==> config.mk <==
export PLATFORM = sky130hd
export DESIGN_NAME = lpd_ram
export DESIGN_NICKNAME = d
export VERILOG_FILES = /design/src/design/lpd_ram.sv
export SDC_FILE = /design/constraint.sdc
export NUM_CORES = 1
export LEC_CHECK = 0
export CORE_AREA = 2 2 96 98
export CTS_BUF_LIST = sky130_fd_sc_hd__clkbuf_4
export CTS_CLUSTER_DIAMETER = 40
export CTS_CLUSTER_SIZE = 10
export DETAILED_ROUTE_END_ITERATION = 7
export DIE_AREA = 0 0 98 100
export DONT_BUFFER_PORTS = 1
export GPL_ROUTABILITY_DRIVEN = 0
export HOLD_SLACK_MARGIN = 0.12
export PLACE_DENSITY = 0.75
export SYNTH_ARGS = -nofsm -noshare
export SYNTH_HDL_FRONTEND = slang
export SYNTH_SLANG_ARGS = --single-unit
==> constraint.sdc <==
create_clock -name i_clk -period 1.97 [get_ports i_clk]
set_input_delay 0.2955 -clock i_clk [delete_from_list [all_inputs] [get_ports i_clk]]
set_output_delay 0.2955 -clock i_clk [all_outputs]
set_load 0.02 [all_outputs]
==> src/design/lpd_ram.sv <==
// Generic single-write, single-read RAM with a registered read port.
module lpd_ram #(
    parameter int WIDTH = 8,
    parameter int DEPTH = 16
) (
    input  logic                     i_clk,
    input  logic                     i_we,
    input  logic [$clog2(DEPTH)-1:0] i_waddr,
    input  logic [WIDTH-1:0]         i_wdata,
    input  logic [$clog2(DEPTH)-1:0] i_raddr,
    output logic [WIDTH-1:0]         o_rdata
);

    logic [WIDTH-1:0] r_mem [DEPTH];
    logic [WIDTH-1:0] r_rdata;

    always_ff @(posedge i_clk) begin
        if (i_we) begin
            r_mem[i_waddr] <= i_wdata;
        end
        r_rdata <= r_mem[i_raddr];
    end

    assign o_rdata = r_rdata;

endmodule
==> results.cfg, run 1 <==
[clock_network]
clockBufferDepth = 2
cts.reportedPaths.clkPinSlew_ps = 110
h-tree-depth = 4
cts_root_buffer = clkbuf_4
cts_tree = done
cts_resized = 0
cts_buffers = 17
insertion_delay_ps = 500
clock-sinks = 136

[finish]
areaGrowthSynthToFinish_pct = 13.17
final_core_util_pct = 65.53
layout.nets = 287
n_fill_cell = 590
drive_gt1_share_pct = 23.40
diodes = 0
final_cell_area_um2 = 5826

[grt]
overflow = 0
antenna_found_initial = 0
grt_pass1_vias = 2374
grtUsageTotal_pct = 20.60
grt_pass1_wl_um = 13830
grt_max_degree = 30

[routing]
drt-total-wl_um = 9252
drc = 0
num_vias = 2337
ant_nets = 0
via_per_inst = 5.947
firstDrtPassIters = 4
wire_per_inst_um = 23.54
first_iter_violations = 237

[floorplan]
start_util_pct = 57.90
core-area_um2 = 8890
io_pins = 26
die-area_um2 = 9800
fp-row-count = 35
chipHeight_um = 100
die_x_um = 98

[power_and_ir_drop]
seq_power_share_pct = 57.9
switching_share_pct = 20.26
pwr-share-comb_pct = 4.3
p_int_uw = 4511
vdd_drop_max_uv = 549.2
finalPower_uw = 5657
powerDensity_nw_per_um2 = 971.1
p_leak_uw = 0.001934
power.switching_uw = 1146
power.clock.fraction_pct = 37.9

[timing]
fmax_mhz = 558.7
worst_slew_pin_slew_ps = 885.2
skew_ps = 17.51
final-max-slew-violation-count = 0
fin_setup_tns_ps = 0
finalWorstSetupSlack_ps = 180.0
slew_headroom_pct = 40.79
rsz0062_at_grt = false
post-route-period-util_pct = 90.86
report.final.hold_viol_count = 0
finalSetupViolCount = 0
layout_min_cycle_time_ps = 1790

[logic_synthesis]
synth-edff-count = 128
synth_top_family_by_area = multiplexers
syn_area_um2 = 5147
synth_area_leader_cell = edfxtp_1
ys_seq_area_share_pct = 77.78
synth.area.top_cells = edfxtp_1 (75%), mux4_2 (7.9%), mux4_1 (7.1%)
syn_avg_cell_area_um2 = 22.48
ys_types = 19
async_reset_ff_share_pct = 0
yosys.cell_count.top_type = edfxtp_1
synthMuxAreaShare_pct = 15.02
syn_nets = 247
synthXorXnorAreaFrac_pct = 0
synth.ff_latch_count = 136
synth_top_flop_cell = edfxtp_1
synth_top_area_share_pct = 74.67
syn_inst = 229
synthTopCellsByCount = edfxtp_1 (128), mux4_2 (18), a22oi_1 (16)
yosys.area_share.adder_pct = 0
synth_warnings = 0
synth_compound_area_share_pct = 2.333
yosys.area_share.simple_pct = 3.184

[worst_setup_path]
crit_path_start_kind = primary input
r2r_slack_ps = 570
worstSetupEndpointType = register
cp.required_ps = 2360
critPathSlowestCell = dlygate4sd3_1
cp_num_buf_inv = 1
critPathKind = primary input to register
crit_family = buffers and inverters
critPathMaxStageDelay_ps = 1110
cp_max_fo = 18
cp.arrival_ps = 2180
crit_chain = dlygate4sd3_1 > mux4_1 > a22oi_1 > nand2_1

[outcome]
status = finished clean

[placed_design]
io_buffers = 0
place_ws_ps = 499.5
place_area_um2 = 5320
hpwl_um = 5675

[job]
drv_cap = 0

[hold_path]
worstHoldPathType = primary input to register
what timing repair did:
item	in CTS	in global routing
buffers inserted	0	0
endpoints found under the hold margin	135	10
hold buffers	11	4
area by class of cell:
class | instances | area (µm²) | area share (%)
clock inverter | 14 | 220.2 | 3.780
timing repair buffer | 31 | 270.3 | 4.639
tap | 111 | 138.9 | 2.384
sequential | 136 | 4004 | 68.73
clock buffer | 18 | 135.1 | 2.320
multi-input combinational | 83 | 1057 | 18.15
sequential cells by signal, summed over array words and instances, names as in the netlist:
name     cells
o_rdata      8
r_mem      128
kinds of logic after synthesis:
family,count (synthesis)
AOI/OAI and AO/OA,16
buffers and inverters,10
DFF,136
muxes,32
and+or+nand+nor,35
path summary, 6_finish.rpt:
check                    end  depth (start not counted)    startpoint
setup / recovery  o_rdata[5]                          4    i_raddr[1]
hold / removal    o_rdata[0]                          3    i_raddr[1]
setup reg to reg  o_rdata[2]                          3   r_mem[1][2]
hold reg to reg   o_rdata[3]                          3  r_mem[15][3]
metrics by stage:
step           cells  hold WS [ps]
6_report         393         149.7
5_1_grt          393         122.9
4_1_cts          389         120.3
3_5_place_dp     346         394.9
3_3_place_gp     346         395.1
2_1_floorplan    229         394.4
placed cells by master, fill, tap and decap left out, drive strengths merged:
cell type,count
bufinv,5
clkinv,6
clkbuf,18
or3b,1
nor3,4
nor2,13
dlygate4sd3,15
and2,1
nand2,9
nand3b,2
buf,16
nand3,1
and2b,1
edfxtp,128
a22oi,16
inv,3
nor2b,1
dfxtp,8
nand2b,2
mux4,32
routing by layer:
| layer | vias up | track usage, % | routed length, µm |
|---|---|---|---|
| met2 | 98 | 33.51 | 4717 |
| met3 | 13 | 5.989 | 619 |
| met5 | - | 0 | 0 |
| li1 | 1057 | - | - |
| met4 | 0 | 6.731 | 189 |
| met1 | 1169 | 27.43 | 3726 |
power by group through the flow:
stage | combinational [µW] | clock (µW) | sequential (µW)
floorplan | 164 | 0 | 3330
global placement | 172 | 0 | 3340
detailed placement | 175 | 0 | 3340
CTS | 239 | 2180 | 3280
global route | 263 | 2290 | 3280
finish | 241 | 2140 | 3270
tightest hold or removal path, stage by stage:
cell	delay, ps
mux4_1	150
a22oi_1	100
nand2_1	80
Power figures use the tool's default switching activity.
==> run 2: changes to the inputs <==
Settings changed: CTS_BUF_LIST sky130_fd_sc_hd__clkbuf_4 to sky130_fd_sc_hd__clkbuf_8 sky130_fd_sc_hd__clkbuf_16.
==> results.cfg, run 2 (synthesis gave the netlist of run 1 again) <==
[clock_network]
clock-sinks = 136
cts_tree = done
clockBufferDepth = 2
h-tree-depth = 4
insertion_delay_ps = 510
cts_root_buffer = clkbuf_8
cts.reportedPaths.clkPinSlew_ps = 60
cts_buffers = 17
cts_resized = 0

[finish]
drive_gt1_share_pct = 23.38
mostFrequentLayoutCells = edfxtp_1 (128), mux4_2 (18), a22oi_1 (16), clkbuf_16 (16), buf_4 (16)
final_common_cell = edfxtp_1
layout.nets = 283
n_fill_cell = 555
top_register = r_mem
areaGrowthSynthToFinish_pct = 17.94
instances_no_fill = 390
largest_reg_flops = 128

[routing]
ant_nets = 0
first_iter_violations = 290
drt-total-wl_um = 9850
firstDrtPassIters = 5
drc = 0
num_vias = 2390
via_per_inst = 6.128
wire_per_inst_um = 25.26

[worst_setup_path]
cp.arrival_ps = 2260
worstSetupEndpointType = register
critPathSlowestCell = dlygate4sd3_1
cp_num_buf_inv = 1
cp_max_fo = 18
critPathMaxStageDelay_ps = 1170
cp.required_ps = 2360
critPathKind = primary input to register
crit_chain = dlygate4sd3_1 > mux4_1 > a22oi_1 > nand2_1
crit_family = buffers and inverters
crit_path_start_kind = primary input

[power_and_ir_drop]
vdd_drop_max_uv = 658.8
p_leak_uw = 0.002042
powerDensity_nw_per_um2 = 1134

[grt]
overflow = 0
grt_max_degree = 31
antenna_found_initial = 1
grt_pass1_vias = 2469
grtUsageTotal_pct = 21.77
grt_pass1_wl_um = 14660

[timing]
skew_ps = 7.301
layout_min_cycle_time_ps = 1866
post-route-period-util_pct = 94.70
finalSetupViolCount = 0
fmax_mhz = 536.0
rsz0062_at_grt = false
report.final.hold_viol_count = 0
hold_ws_ps = 140.7
fin_setup_tns_ps = 0
slew_headroom_pct = 35.56
worst_slew_pin_slew_ps = 963.4
final-max-slew-violation-count = 0

[floorplan]
start_util_pct = 57.90
fp-row-count = 35
die-area_um2 = 9800
chipHeight_um = 100
io_pins = 26
die_x_um = 98
core-area_um2 = 8890

[placed_design]
io_buffers = 0
dp.cells = 346
hpwl_um = 5675

[outcome]
status = finished clean

[hold_path]
worstHoldPathType = primary input to register

[job]
drv_cap = 0
## run 2: final timing paths
kind           startpoint          to  slack, ps  depth (start not counted)
max reg2reg   r_mem[1][1]  o_rdata[1]        580                          3
min reg2reg  r_mem[15][4]  o_rdata[4]        670                          3
max            i_raddr[1]  o_rdata[3]        100                          4
min            i_raddr[1]  o_rdata[7]        140                          3
## run 2: per-stage QoR
| stage | worst slack (ps) | power (µW) | util, % | cell area, µm² |
|---|---|---|---|---|
| after floorplan | 181.6 | 3497 | - | 5147 |
| after global placement | 531.9 | 3510 | 59.85 | 5320 |
| after detailed placement | 499.5 | 3516 | 59.85 | 5320 |
| after CTS | 141.7 | 6929 | 68.26 | 6068 |
| after global routing | 28.70 | 7052 | 68.29 | 6071 |
| final | 104.4 | 6883 | 68.29 | 6071 |
## run 2: report_power, final
group | internal [µW] | switching [µW] | leakage, µW | total [µW]
clock | 2190 | 1170 | 0.000316 | 3360
sequential | 3240 | 45.1 | 0.00122 | 3280
combinational | 113 | 127 | 0.000502 | 239
## run 2: layout make-up
cell class	instances	area (µm²)	share of cell area, %
sequential	136	4004	65.95
multi-input combinational	83	1057	17.42
clock buffer	17	414.1	6.822
timing repair buffer	27	230.2	3.792
clock inverter	15	224.0	3.689
tap	111	138.9	2.288
antenna	1	2.502	0.04122
## run 2: repair_timing
item,4_1_cts,5_1_grt
setup buffers,0,0
hold buffers,11,0
setup endpoints to repair,0,0
hold endpoints to repair,136,0
## run 2: metal layers
| layer | global-route usage [%] | wire [µm] | vias up |
|---|---|---|---|
| met5 | 0 | 0 | - |
| met4 | 11.11 | 244 | 0 |
| met3 | 4.178 | 692 | 21 |
| met2 | 33.61 | 4883 | 128 |
| met1 | 30.38 | 4030 | 1196 |
| li1 | - | - | 1045 |
## run 2: worst min-delay path, cell delays in order
cell and delay [ps]:
mux4_2 170, a22oi_1 80, nand2_1 70
==> run 3: changes to the inputs <==
==> constraint.sdc (replaced) <==
create_clock -name i_clk -period 1.97 [get_ports i_clk]
set_input_delay 0.2955 -clock i_clk [delete_from_list [all_inputs] [get_ports i_clk]]
set_output_delay 0.2955 -clock i_clk [all_outputs]
set_load 0.1 [all_outputs]
==> results.cfg, run 3 (synthesis gave the netlist of run 1 again) <==
[timing]
fmax_mhz = 537.0
rsz0062_at_grt = false
fin_setup_tns_ps = 0
slew_headroom_pct = 34.84
worst_slew_pin_slew_ps = 974.2
final-max-slew-violation-count = 0
post-route-period-util_pct = 94.52
layout_min_cycle_time_ps = 1862
report.final.hold_viol_count = 0
finalSetupViolCount = 0
hold_ws_ps = 143.3
finalWorstSetupSlack_ps = 107.9
skew_ps = 7.413

[routing]
via_per_inst = 6.202
num_vias = 2456
ant_nets = 0
drc = 0
drt-total-wl_um = 9669
wire_per_inst_um = 24.42
firstDrtPassIters = 8
first_iter_violations = 225

[clock_network]
cts_tree = done
insertion_delay_ps = 510
cts.reportedPaths.clkPinSlew_ps = 50
clockBufferDepth = 2
cts_root_buffer = clkbuf_8
cts_buffers = 17
postCtsSetupRepairBufs = 0
h-tree-depth = 4
cts_resized = 0
clock-sinks = 136

[placed_design]
place_area_um2 = 5380
place_ws_ps = 495.1
io_buffers = 0
hpwl_um = 5649

[worst_setup_path]
cp.required_ps = 2360
r2r_slack_ps = 590
rr_worst_depth = 3
crit_path_start_kind = primary input
cp.arrival_ps = 2260
critPathKind = primary input to register
r2r-start = r_mem[4][0]
reg2reg_to = o_rdata[0]
worstSetupEndpointType = register
cp_max_fo = 20

[finish]
mostFrequentLayoutCells = edfxtp_1 (128), buf_4 (24), mux4_2 (18), a22oi_1 (16), clkbuf_16 (16)
top_register = r_mem
diodes = 0
areaGrowthSynthToFinish_pct = 16.48
final_common_cell = edfxtp_1
drive_gt1_share_pct = 25.26
layout.nets = 290
final_core_util_pct = 67.45
largest_reg_flops = 128
final_cell_area_um2 = 5996
n_fill_cell = 539

[grt]
grt_pass1_vias = 2504
grt_max_degree = 33
antenna_found_initial = 0
overflow = 0
grt_pass1_wl_um = 14260
grtUsageTotal_pct = 21.01

[floorplan]
die-area_um2 = 9800
core-area_um2 = 8890
io_pins = 26
fp-row-count = 35
die_x_um = 98
start_util_pct = 57.90
chipHeight_um = 100

[hold_path]
worstHoldPathType = primary input to register
holdPathStages = 3
min-delay-start = i_raddr[1]
hold_end = o_rdata[5]

[outcome]
status = finished clean

[job]
drv_cap = 0

[power_and_ir_drop]
powerDensity_nw_per_um2 = 1057
vdd_drop_max_uv = 610.3
p_leak_uw = 0.002029
==> run 3: changes by cell type in the layout (fill, tap and decap cells not counted) <==
| cell | delta |
|---|---|
| clkinvlp_4 | +1 |
| inv_6 | -2 |
| clkinv_1 | -1 |
| bufinv_16 | -5 |
| inv_1 | +2 |
| clkinv_2 | +4 |
| diode_2 | -1 |
| dlygate4sd3_1 | -1 |
| clkbuf_8 | +1 |
| buf_4 | +8 |
==> run 3: final cells by class <==
type | instances | area (µm²) | area share [%]
clock inverter | 14 | 87.58 | 1.461
timing repair buffer | 34 | 280.3 | 4.674
tap | 111 | 138.9 | 2.316
sequential | 136 | 4004 | 66.78
multi-input combinational | 83 | 1057 | 17.63
clock buffer | 18 | 427.9 | 7.137
==> run 3: how the worst max path moves through the flow <==
stage,end,cells past startpoint,startpoint,slack (ps)
after floorplan,r_mem[0][0],2,i_waddr[2],180
after global placement,r_mem[0][5],3,i_waddr[2],530
after detailed placement,r_mem[0][3],3,i_waddr[2],500
after CTS,o_rdata[3],4,i_raddr[1],130
after global routing,o_rdata[2],4,i_raddr[1],40
final,o_rdata[3],4,i_raddr[1],110
==> run 3: repair_timing <==
| item | 4_1_cts | 5_1_grt |
|---|---|---|
| endpoints found under the setup margin | 0 | 0 |
| hold buffers | 10 | 0 |
| endpoints found under the hold margin | 135 | 0 |
==> run 3: critical path, stage by stage <==
cell and delay [ps]:
dlygate4sd3_1 1180, mux4_1 410, a22oi_1 290, nand2_1 80
==> run 3: per-layer routing <==
| layer | share of wire, % | vias up | GRT usage, % |
|---|---|---|---|
| met5 | 0 | - | 0 |
| met2 | 49 | 125 | 33.83 |
| met1 | 41 | 1251 | 27.94 |
| li1 | - | 1062 | - |
| met4 | 1.8 | 0 | 7.479 |
| met3 | 7.8 | 18 | 6.267 |
==> run 3: stage by stage <==
| step | total power (µW) | instances |
|---|---|---|
| 6_report | 6337 | 396 |
| 5_1_grt | 6532 | 396 |
| 4_1_cts | 6390 | 396 |
| 3_5_place_dp | 3662 | 354 |
| 3_3_place_gp | 3655 | 354 |
| 2_1_floorplan | 3614 | 229 |
==> run 3: report_power, final <==
| part | leakage, µW | internal (µW) | switching (µW) |
|---|---|---|---|
| combinational | 0.000537 | 135 | 274 |
| clock | 0.000268 | 1560 | 1110 |
| sequential | 0.00122 | 3240 | 17.8 |
| total | 0.00203 | 4930 | 1410 |
